## config.mk

```make
export PLATFORM = sky130hd
export DESIGN_NAME = piecewise_linear_age_map
export DESIGN_NICKNAME = d
export VERILOG_FILES = /design/src/sv/plam_pkg.sv /design/src/sv/plam_front.sv /design/src/sv/plam_queue.sv /design/src/sv/plam_back.sv /design/src/sv/piecewise_linear_age_map.sv
export SDC_FILE = /design/constraint.sdc
export NUM_CORES = 2
export LEC_CHECK = 0
export ABC_CLOCK_PERIOD_IN_PS = 28800
export BUFFER_PORTS_ARGS = -buffer_cell sky130_fd_sc_hd__clkbuf_2
export CELL_PAD_IN_SITES_DETAIL_PLACEMENT = 1
export CELL_PAD_IN_SITES_GLOBAL_PLACEMENT = 1
export CORE_UTILIZATION = 54
export DETAILED_ROUTE_END_ITERATION = 6
export PLACE_DENSITY = 0.88
export SLEW_MARGIN = 0
export SYNTH_ARGS = -nofsm -noshare
export SYNTH_HDL_FRONTEND = slang
export SYNTH_SLANG_ARGS = --single-unit
```

## constraint.sdc

```tcl
create_clock -name clk -period 28.8 [get_ports clk]
set_input_delay 5.76 -clock clk [delete_from_list [all_inputs] [get_ports clk]]
set_output_delay 5.76 -clock clk [all_outputs]
set_load 0.005 [all_outputs]
```

## src/sv/plam_pkg.sv

```systemverilog
// ----------------------------------------------------------------------------
// plam_pkg: shared definitions for the piecewise-linear age map
// Widths, reset breakpoints, codes and the front-to-back queue entry.
// ----------------------------------------------------------------------------
package plam_pkg;

	localparam int AGE_W           = 16;
	localparam int SEG_W           = 3;
	localparam int MAX_POINTS      = 4;
	localparam int PT_W            = 2;
	localparam int CFG_IDX_W       = 3;
	localparam int NUM_POINTS_DEF  = 4;
	localparam int QUEUE_DEPTH_DEF = 4;
	localparam int WORK_W          = 2 * AGE_W;
	localparam int STEPS_PER_STAGE = 2;
	localparam int DIV_STAGES      = AGE_W / STEPS_PER_STAGE;

	// segment code for values past the last breakpoint
	localparam logic [SEG_W-1:0] SEG_BEYOND = 3'd4;

	// direction of a request
	localparam logic KIND_S2D = 1'b0;
	localparam logic KIND_D2S = 1'b1;

	// low bit of a register index selects the coordinate of a breakpoint
	localparam logic CFG_COORD_SERVER  = 1'b0;
	localparam logic CFG_COORD_DISPLAY = 1'b1;

	localparam logic [AGE_W-1:0] RESET_SERVER [MAX_POINTS] =
		'{16'd5120, 16'd26624, 16'd29952, 16'd30720};
	localparam logic [AGE_W-1:0] RESET_DISPLAY [MAX_POINTS] =
		'{16'd5120, 16'd10240, 16'd14592, 16'd15360};

	// classified request, handed from front to back
	typedef struct packed {
		logic             beyond;
		logic [SEG_W-1:0] seg;
		logic [AGE_W-1:0] s_tgt;
		logic             dt_neg;
		logic [AGE_W-1:0] dt_mag;
		logic [AGE_W:0]   dv;
		logic [AGE_W-1:0] span;
	} entry_t;

endpackage

```

## src/sv/plam_front.sv

```systemverilog
// ----------------------------------------------------------------------------
// plam_front: breakpoint registers and segment classification
// Holds the table, finds the first matching segment and forms the deltas.
// ----------------------------------------------------------------------------
module plam_front #(
	parameter int NUM_POINTS = plam_pkg::NUM_POINTS_DEF
) (
	input  logic                             clk,
	input  logic                             arst_n,
	input  logic                             cfg_wr_en,
	input  logic [plam_pkg::CFG_IDX_W-1:0]   cfg_index,
	input  logic [plam_pkg::AGE_W-1:0]       cfg_data,
	input  logic                             kind,
	input  logic [plam_pkg::AGE_W-1:0]       age_value,
	output plam_pkg::entry_t                 entry
);
	import plam_pkg::*;

	logic [AGE_W-1:0] serv_q [NUM_POINTS];
	logic [AGE_W-1:0] disp_q [NUM_POINTS];

	logic             found;
	logic [SEG_W-1:0] seg;
	logic [AGE_W-1:0] s_src, s_tgt, e_src, e_tgt;
	logic [AGE_W-1:0] prev_src, prev_tgt, pt_src, pt_tgt;
	logic [AGE_W:0]   dt, dt_inv;

	always_ff @(posedge clk or negedge arst_n) begin
		if (!arst_n) begin
			for (int i = 0; i < NUM_POINTS; i++) begin
				serv_q[i] <= RESET_SERVER[i];
				disp_q[i] <= RESET_DISPLAY[i];
			end
		end else if (cfg_wr_en) begin
			for (int i = 0; i < NUM_POINTS; i++) begin
				if (cfg_index[CFG_IDX_W-1:1] == PT_W'(i)) begin
					if (cfg_index[0] == CFG_COORD_DISPLAY) begin
						disp_q[i] <= cfg_data;
					end else begin
						serv_q[i] <= cfg_data;
					end
				end
			end
		end
	end

	// walk from the origin, take the first segment with start <= v < end
	always_comb begin
		found    = 1'b0;
		seg      = SEG_BEYOND;
		s_src    = '0;
		s_tgt    = '0;
		e_src    = '0;
		e_tgt    = '0;
		prev_src = '0;
		prev_tgt = '0;
		pt_src   = '0;
		pt_tgt   = '0;
		for (int i = 0; i < NUM_POINTS; i++) begin
			pt_src = (kind == KIND_D2S) ? disp_q[i] : serv_q[i];
			pt_tgt = (kind == KIND_D2S) ? serv_q[i] : disp_q[i];
			if (!found && prev_src <= age_value && age_value < pt_src) begin
				found = 1'b1;
				seg   = SEG_W'(i);
				s_src = prev_src;
				s_tgt = prev_tgt;
				e_src = pt_src;
				e_tgt = pt_tgt;
			end
			prev_src = pt_src;
			prev_tgt = pt_tgt;
		end
		if (!found) begin
			s_src = prev_src;
			s_tgt = prev_tgt;
			e_src = prev_src;
			e_tgt = prev_tgt;
		end
	end

	assign dt     = {1'b0, e_tgt} - {1'b0, s_tgt};
	assign dt_inv = '0 - dt;

	assign entry.beyond = !found;
	assign entry.seg    = seg;
	assign entry.s_tgt  = s_tgt;
	assign entry.dt_neg = dt[AGE_W];
	assign entry.dt_mag = dt[AGE_W] ? dt_inv[AGE_W-1:0] : dt[AGE_W-1:0];
	assign entry.dv     = {1'b0, age_value} - {1'b0, s_src};
	assign entry.span   = e_src - s_src;

endmodule

```

## src/sv/plam_queue.sv

```systemverilog
// ----------------------------------------------------------------------------
// plam_queue: short request queue between front and back
// Flip-flop FIFO of classified entries; full and empty decode a registered count.
// ----------------------------------------------------------------------------
module plam_queue #(
	parameter int DEPTH = plam_pkg::QUEUE_DEPTH_DEF
) (
	input  logic             clk,
	input  logic             arst_n,
	input  logic             wr_en,
	input  plam_pkg::entry_t wr_data,
	input  logic             rd_en,
	output plam_pkg::entry_t rd_data,
	output logic             empty,
	output logic             full
);
	import plam_pkg::*;

	localparam int PTR_W = $clog2(DEPTH);
	localparam int CNT_W = $clog2(DEPTH + 1);

	entry_t           mem_q [DEPTH];
	logic [PTR_W-1:0] wr_ptr_q, rd_ptr_q;
	logic [CNT_W-1:0] count_q;

	assign rd_data = mem_q[rd_ptr_q];
	assign empty   = (count_q == '0);
	assign full    = (count_q == CNT_W'(DEPTH));

	always_ff @(posedge clk) begin
		if (wr_en) begin
			mem_q[wr_ptr_q] <= wr_data;
		end
	end

	always_ff @(posedge clk or negedge arst_n) begin
		if (!arst_n) begin
			wr_ptr_q <= '0;
			rd_ptr_q <= '0;
			count_q  <= '0;
		end else begin
			if (wr_en) begin
				wr_ptr_q <= (wr_ptr_q == PTR_W'(DEPTH - 1)) ? '0 : wr_ptr_q + 1'b1;
			end
			if (rd_en) begin
				rd_ptr_q <= (rd_ptr_q == PTR_W'(DEPTH - 1)) ? '0 : rd_ptr_q + 1'b1;
			end
			if (wr_en && !rd_en) begin
				count_q <= count_q + 1'b1;
			end else if (rd_en && !wr_en) begin
				count_q <= count_q - 1'b1;
			end
		end
	end

endmodule

```

## src/sv/plam_back.sv

```systemverilog
// ----------------------------------------------------------------------------
// plam_back: interpolation pipeline
// Multiply, restoring divide two quotient bits per stage, offset, output register.
// ----------------------------------------------------------------------------
module plam_back (
	input  logic                         clk,
	input  logic                         arst_n,
	input  plam_pkg::entry_t             q_data,
	input  logic                         q_empty,
	output logic                         q_pop,
	output logic [plam_pkg::AGE_W-1:0]   converted_age,
	output logic [plam_pkg::SEG_W-1:0]   segment_used,
	output logic                         clipped,
	output logic                         empty,
	input  logic                         pop
);
	import plam_pkg::*;

	typedef struct packed {
		logic              beyond;
		logic [SEG_W-1:0]  seg;
		logic [AGE_W-1:0]  s_tgt;
		logic              neg;
		logic [AGE_W-1:0]  span;
		logic [WORK_W-1:0] work;
		logic [AGE_W-1:0]  bres;
		logic              clip;
	} stage_t;

	// one restoring step: upper half is the remainder, quotient bits shift in below
	function automatic logic [WORK_W-1:0] div_step(input logic [WORK_W-1:0] w,
	                                               input logic [AGE_W-1:0] d);
		logic [AGE_W:0] t;
		logic           qb;
		t  = {w[WORK_W-1:AGE_W], w[AGE_W-1]};
		qb = (t >= {1'b0, d});
		if (qb) begin
			t = t - {1'b0, d};
		end
		return {t[AGE_W-1:0], w[AGE_W-2:0], qb};
	endfunction

	logic              adv;
	logic [WORK_W-1:0] prod;
	logic [AGE_W+1:0]  bsum;
	stage_t            mul_d, mul_s1;
	logic              mul_vld_s1;
	stage_t            div_in [DIV_STAGES];
	stage_t            div_d  [DIV_STAGES];
	stage_t            div_s  [DIV_STAGES];
	logic              div_vld_s [DIV_STAGES];
	logic [AGE_W-1:0]  quot;
	logic [AGE_W-1:0]  res;
	logic              out_vld_q;

	// the whole pipeline moves unless a finished result waits unpopped
	assign adv   = !out_vld_q || pop;
	assign q_pop = adv && !q_empty;

	assign prod = q_data.dt_mag * q_data.dv[AGE_W-1:0];
	assign bsum = {2'b00, q_data.s_tgt} + {q_data.dv[AGE_W], q_data.dv};

	always_comb begin
		mul_d.beyond = q_data.beyond;
		mul_d.seg    = q_data.seg;
		mul_d.s_tgt  = q_data.s_tgt;
		mul_d.neg    = q_data.dt_neg;
		mul_d.span   = q_data.span;
		mul_d.work   = prod;
		mul_d.bres   = bsum[AGE_W-1:0];
		mul_d.clip   = 1'b0;
		if (q_data.beyond) begin
			if (bsum[AGE_W+1]) begin
				mul_d.bres = '0;
				mul_d.clip = 1'b1;
			end else if (bsum[AGE_W]) begin
				mul_d.bres = '1;
				mul_d.clip = 1'b1;
			end
		end
	end

	always_comb begin
		div_in[0] = mul_s1;
		for (int k = 1; k < DIV_STAGES; k++) begin
			div_in[k] = div_s[k-1];
		end
		for (int k = 0; k < DIV_STAGES; k++) begin
			div_d[k] = div_in[k];
			for (int j = 0; j < STEPS_PER_STAGE; j++) begin
				div_d[k].work = div_step(div_d[k].work, div_d[k].span);
			end
		end
	end

	assign quot = div_s[DIV_STAGES-1].work[AGE_W-1:0];
	assign res  = div_s[DIV_STAGES-1].beyond ? div_s[DIV_STAGES-1].bres :
	              div_s[DIV_STAGES-1].neg    ? div_s[DIV_STAGES-1].s_tgt - quot :
	                                           div_s[DIV_STAGES-1].s_tgt + quot;

	always_ff @(posedge clk or negedge arst_n) begin
		if (!arst_n) begin
			mul_vld_s1 <= 1'b0;
			for (int k = 0; k < DIV_STAGES; k++) begin
				div_vld_s[k] <= 1'b0;
			end
			out_vld_q <= 1'b0;
		end else if (adv) begin
			mul_vld_s1   <= !q_empty;
			div_vld_s[0] <= mul_vld_s1;
			for (int k = 1; k < DIV_STAGES; k++) begin
				div_vld_s[k] <= div_vld_s[k-1];
			end
			out_vld_q <= div_vld_s[DIV_STAGES-1];
		end
	end

	always_ff @(posedge clk) begin
		if (adv) begin
			mul_s1 <= mul_d;
			for (int k = 0; k < DIV_STAGES; k++) begin
				div_s[k] <= div_d[k];
			end
			converted_age <= res;
			segment_used  <= div_s[DIV_STAGES-1].seg;
			clipped       <= div_s[DIV_STAGES-1].clip;
		end
	end

	assign empty = !out_vld_q;

endmodule

```

## src/sv/piecewise_linear_age_map.sv

```systemverilog
// ----------------------------------------------------------------------------
// piecewise_linear_age_map: four-breakpoint piecewise-linear age conversion
// Forward (server to display) or inverse mapping of 8.8 ages, one per request.
// ----------------------------------------------------------------------------
//
// channel   handshake          payload
// -------   ----------------   -----------------------------------------
// input     push / full        kind, age_value
// result    empty / pop        converted_age, segment_used, clipped
// config    cfg_wr_en          cfg_index, cfg_data (no wait, no read-back)
//
// One request per cycle sustained while results are popped. A request passes
// through the queue, one multiply stage, eight divide stages retiring two
// quotient bits each, and one output register before it leaves the result ports.
// Reset restores the default breakpoints and empties queue and pipeline.
// While a result waits unpopped the back pipeline holds; the front keeps
// taking requests until the queue fills, then raises full.
//
module piecewise_linear_age_map #(
	parameter int NUM_POINTS  = plam_pkg::NUM_POINTS_DEF,
	parameter int QUEUE_DEPTH = plam_pkg::QUEUE_DEPTH_DEF
) (
	input  logic                           clk,
	input  logic                           arst_n,
	input  logic                           cfg_wr_en,
	input  logic [plam_pkg::CFG_IDX_W-1:0] cfg_index,
	input  logic [plam_pkg::AGE_W-1:0]     cfg_data,
	input  logic                           push,
	output logic                           full,
	input  logic                           kind,
	input  logic [plam_pkg::AGE_W-1:0]     age_value,
	output logic                           empty,
	input  logic                           pop,
	output logic [plam_pkg::AGE_W-1:0]     converted_age,
	output logic [plam_pkg::SEG_W-1:0]     segment_used,
	output logic                           clipped
);
	import plam_pkg::*;

	entry_t front_entry;
	entry_t queue_head;
	logic   queue_empty;
	logic   queue_pop;
	logic   accept;

	// a request enters the queue at once; classification is combinational
	assign accept = push && !full;

	// breakpoint table and segment search
	plam_front #(
		.NUM_POINTS(NUM_POINTS)
	) u_front (
		.clk      (clk),
		.arst_n   (arst_n),
		.cfg_wr_en(cfg_wr_en),
		.cfg_index(cfg_index),
		.cfg_data (cfg_data),
		.kind     (kind),
		.age_value(age_value),
		.entry    (front_entry)
	);

	// decouple classification from the arithmetic so each side stalls alone
	plam_queue #(
		.DEPTH(QUEUE_DEPTH)
	) u_queue (
		.clk    (clk),
		.arst_n (arst_n),
		.wr_en  (accept),
		.wr_data(front_entry),
		.rd_en  (queue_pop),
		.rd_data(queue_head),
		.empty  (queue_empty),
		.full   (full)
	);

	// multiply, divide, offset, hold the result until popped
	plam_back u_back (
		.clk          (clk),
		.arst_n       (arst_n),
		.q_data       (queue_head),
		.q_empty      (queue_empty),
		.q_pop        (queue_pop),
		.converted_age(converted_age),
		.segment_used (segment_used),
		.clipped      (clipped),
		.empty        (empty),
		.pop          (pop)
	);

endmodule
```

==> results.yml <==
route:
  detail_route.first_pass.iterations: 6
  drt-total-wl_um: 204000
  remaining_drc_errors: 0
  vias_per_cell: 6.32
  drtAntennaViolNets: 0
  drt_first_iter_violations: 3800
  via_count: 47540
  drt-wirelength-per-cell_um: 27.1
synth:
  number_of_flip_flops_and_latches_in_the_synthesized_netlist: 1174
  number_of_synthesized_flops_with_an_enable_pin: 1029
  synthesis.nets: 6395
  syn-cell-area_mm2: 0.0699
  syn_inst: 5631
  yosys_warnings: 0
  postSynthAreaPerCell_um2: 12.4
  synth.yosys.seq_area_share_pct: 49.4
  synth.lib_cells_used.distinct: 83
  ys.flop_type: "sky130_fd_sc_hd__edfxtp_1"
  async_flop_share_pct: 12.4
global_route:
  all_layer_global_routing_usage_pct: 31.3
  pin_count_of_the_biggest_net_entering_global_routing: 225
  gr-total-overflow: 0
  grt_first_pass_wirelength_um: 312000
  grt_antenna_before_repair: 4
  number_of_global_route_vias_before_repair: 52277
clock_tree:
  post_cts.repair.setup_buffers: 0
  clock_buffers_created_by_tritoncts: 118
  cts-resized-gates: 0
  clock_sink_count: 1174
  cts_max_level: 3
  tritoncts_clock_tree: "done"
  clkSlewWorstSetupHoldPaths_ns: 0.07
  clockBufferDepth: 3
  worst_skew_pair.late_latency_ns: 0.78
  cts-hold-fix-buffers: 0
  clock-root-buffer: "sky130_fd_sc_hd__clkbuf_16"
timing:
  timing.final.crit_period_ns: 13.90
  relative_slew_slack_pct: 6.38
  setup_total_negative_slack_ns: 0
  report.final.setup_viol: 0
  finalMaxSlewViolations: 0
  skew_ns: 0.0747
  rsz0062_at_grt: "no"
  max_slew.worst_pin.slew_ns: 1.37
  hold_viol: 0
  max_freq_mhz: 71.9
  timing.final.crit_share_pct: 48.3
worst_setup_path:
  worst-endpoint-required_ns: 29.29
  critical_path.endpoint_type: "flop"
  cpMaxStageDelayCell: "sky130_fd_sc_hd__a2111oi_0"
  critPathMaxStageDelay_ns: 0.97
  worst_path_most_repeated_cell: "sky130_fd_sc_hd__a21o_1"
  crit_chain: "buf_6, buf_4, mux2i_1, ha_1, a21o_1, a21o_1, a221oi_1, o21ai_0, a31oi_4, buf_4, mux4_2, a21oi_1, a211oi_1, inv_1, ha_1, o31ai_1, a21o_1, a211oi_1, a2111oi_0, xnor2_1, a41oi_1, mux2i_1, xor2_1"
  worstReg2RegStart: "u_queue.rd_ptr_q[0]"
  arrival_ns: 14.40
  critPathKind: "in -> reg"
  crit_fanout: 67
  critPathLaunchType: "primary input"
  crit_path_start: "kind"
floorplan:
  fp.coreArea_mm2: 0.128
  die_x_um: 362
  row_count: 131
  dieHeight_um: 362
  floorplan.initialDensity_pct: 54.6
  floorplan.die_area_mm2: 0.131
  num_io_pins: 63
layout:
  area_of_combinational_cells_with_multiple_inputs_mm2: 0.0329
  fillerInstances: 12707
  finish.net_count: 6459
  sequential_cell_area_mm2: 0.0346
  syn_to_final_growth_pct: 8.80
  drive_above_1_share_pct: 13.5
job:
  max_cap_violations: 0
min_path:
  hold_start: "u_back.div_s[1][86]"
  min-delay-path-class: "reg -> reg"
placed_design:
  placement.io_buffers: 62
  globalplace.congestion: 0.927
  post-dp-hpwl_um: 149000
status:
  run_status: "finished, final reports clean"
-- cells in the final DEF, fill, tap and decap left out, types with 118 or more instances in the layout --
cell,instances
sky130_fd_sc_hd__inv_1,508
sky130_fd_sc_hd__o21ai_0,178
sky130_fd_sc_hd__ha_1,508
sky130_fd_sc_hd__nand2_1,343
sky130_fd_sc_hd__a21oi_1,263
sky130_fd_sc_hd__mux2i_1,174
sky130_fd_sc_hd__clkbuf_16,118
sky130_fd_sc_hd__edfxtp_1,1029
sky130_fd_sc_hd__xnor2_1,188
sky130_fd_sc_hd__mux2_2,344
sky130_fd_sc_hd__nor2_1,303
sky130_fd_sc_hd__fa_1,215
-- cell type report --
class	count	share of cell area, %
diodes	1	0.00329
clock buffers	141	3.99
clock inverters	79	1.05
inverters	511	2.52
multi-input cells	3784	43.3
flip-flops and latches	1174	45.4
well taps	1729	2.84
repair buffers	106	0.891
-- metal layers --
| layer | track usage [%] | up-vias | part of all wire [%] |
|---|---|---|---|
| li1 | - | 20786 | - |
| met1 | 34.4 | 24161 | 36 |
| met2 | 55.2 | 1799 | 50 |
| met3 | 5.12 | 790 | 5.3 |
| met4 | 21.8 | 4 | 8.1 |
| met5 | 0 | - | 0.012 |
-- registers in the layout, indices dropped and copies added, names as in the netlist --
register / cells
u_back.out_vld_q: 1
u_back.div_vld_s: 8
u_front.disp_q: 64
u_back.div_d: 67
u_back.mul_vld_s1: 1
u_back.div_in: 18
u_front.serv_q: 64
u_back.clipped: 1
u_queue.wr_ptr_q: 2
u_queue.rd_ptr_q: 2
u_back.converted_age: 16
u_queue.mem_q: 276
u_back.div_s: 648
u_back.segment_used: 3
u_queue.count_q: 3
-- Yosys cell counts (12+ instances only) --
cell / n / area share, %
sky130_fd_sc_hd__a221o_1: 22 / 0.31
sky130_fd_sc_hd__o21bai_1: 28 / 0.30
sky130_fd_sc_hd__buf_1: 33 / 0.18
sky130_fd_sc_hd__ha_1: 508 / 9.1
sky130_fd_sc_hd__nor3_1: 94 / 0.67
sky130_fd_sc_hd__mux2_2: 344 / 5.5
sky130_fd_sc_hd__xnor2_1: 188 / 2.4
sky130_fd_sc_hd__and3_1: 28 / 0.25
sky130_fd_sc_hd__nand2b_1: 43 / 0.38
sky130_fd_sc_hd__and4_1: 12 / 0.15
sky130_fd_sc_hd__o21a_1: 73 / 0.78
sky130_fd_sc_hd__edfxtp_1: 1029 / 44
sky130_fd_sc_hd__nand2_1: 344 / 1.8
sky130_fd_sc_hd__a21o_1: 100 / 1.1
sky130_fd_sc_hd__mux4_2: 77 / 2.5
sky130_fd_sc_hd__a2111oi_0: 20 / 0.25
sky130_fd_sc_hd__a211o_1: 13 / 0.16
sky130_fd_sc_hd__inv_1: 508 / 2.7
sky130_fd_sc_hd__a21oi_1: 264 / 1.9
sky130_fd_sc_hd__o211ai_1: 27 / 0.29
sky130_fd_sc_hd__mux2i_1: 174 / 2.5
sky130_fd_sc_hd__a31oi_1: 30 / 0.27
sky130_fd_sc_hd__xor2_1: 96 / 1.2
sky130_fd_sc_hd__or2_2: 20 / 0.18
sky130_fd_sc_hd__o31ai_1: 17 / 0.18
sky130_fd_sc_hd__o21ai_0: 181 / 1.3
sky130_fd_sc_hd__or3_1: 35 / 0.31
sky130_fd_sc_hd__nand3_1: 55 / 0.39
sky130_fd_sc_hd__a21boi_0: 18 / 0.19
sky130_fd_sc_hd__a221oi_1: 16 / 0.20
sky130_fd_sc_hd__fa_1: 215 / 6.2
sky130_fd_sc_hd__nor3b_1: 12 / 0.13
sky130_fd_sc_hd__nor4_1: 16 / 0.14
sky130_fd_sc_hd__dfstp_2: 26 / 0.98
sky130_fd_sc_hd__o41ai_1: 13 / 0.16
sky130_fd_sc_hd__nor2b_1: 80 / 0.72
sky130_fd_sc_hd__nor2_1: 304 / 1.6
sky130_fd_sc_hd__and2_1: 77 / 0.69
sky130_fd_sc_hd__dfrtp_1: 119 / 4.3
sky130_fd_sc_hd__a211oi_1: 76 / 0.82
sky130_fd_sc_hd__nand4_1: 49 / 0.44
sky130_fd_sc_hd__clkbuf_1: 117 / 0.63
-- critical path: cells and delay by family --
family	cells	cell delay (ns)
muxes	3	0.97
xor gates and xnor gates	2	0.69
AOI/OAI and AO/OA	12	4.41
adders and majority gates	2	0.62
buffers and inverters	4	1.81
-- kinds of logic (layout without fill, tap and decap cells) --
family                   count (synthesis)  after routing  synth area share (%)
AO/OA/AOI/OAI                          991            991                  9.42
XOR/XNOR                               284            284                  3.56
adder cells (fa/ha/maj)                723            723                  15.2
buffers and inverters                  673            837                  3.65
flip-flops                            1174           1174                  49.4
multiplexers                           597            597                  10.5
other                                    0              1                     0
AND/OR/NAND/NOR                       1189           1189                  8.18
-- final timing paths --
kind                                        end  slack, ns  cells past startpoint
hold reg to reg            u_back.div_s[1][172]       0.40                      0
setup / recovery           u_queue.mem_q[1][48]      14.90                     23
max in group asynchronous    u_front.serv_q[59]      22.34                      2
hold / removal             u_back.div_s[1][172]       0.40                      0
setup reg to reg             u_back.div_in[643]      19.56                     23
min in group asynchronous    u_front.serv_q[56]       5.07                      1
-- through the flow --
stage                     utilization (%)  worst slack (ns)  hold slack [ns]  area (um2)  instances
after detailed placement             56.4             14.55            0.406       72300       7304
after floorplan                         -             11.92            0.400       69900       5631
final                                59.5             14.90            0.405       76100       7525
after global routing                 59.4             14.45            0.405       76100       7524
after global placement               56.4             15.31            0.400       72300       7304
after CTS                            59.4             15.21            0.395       76100       7524
Power is left out: the tool's default activity adds up to more than one toggle a clock period on the data nets, which glitch-free logic cannot reach.
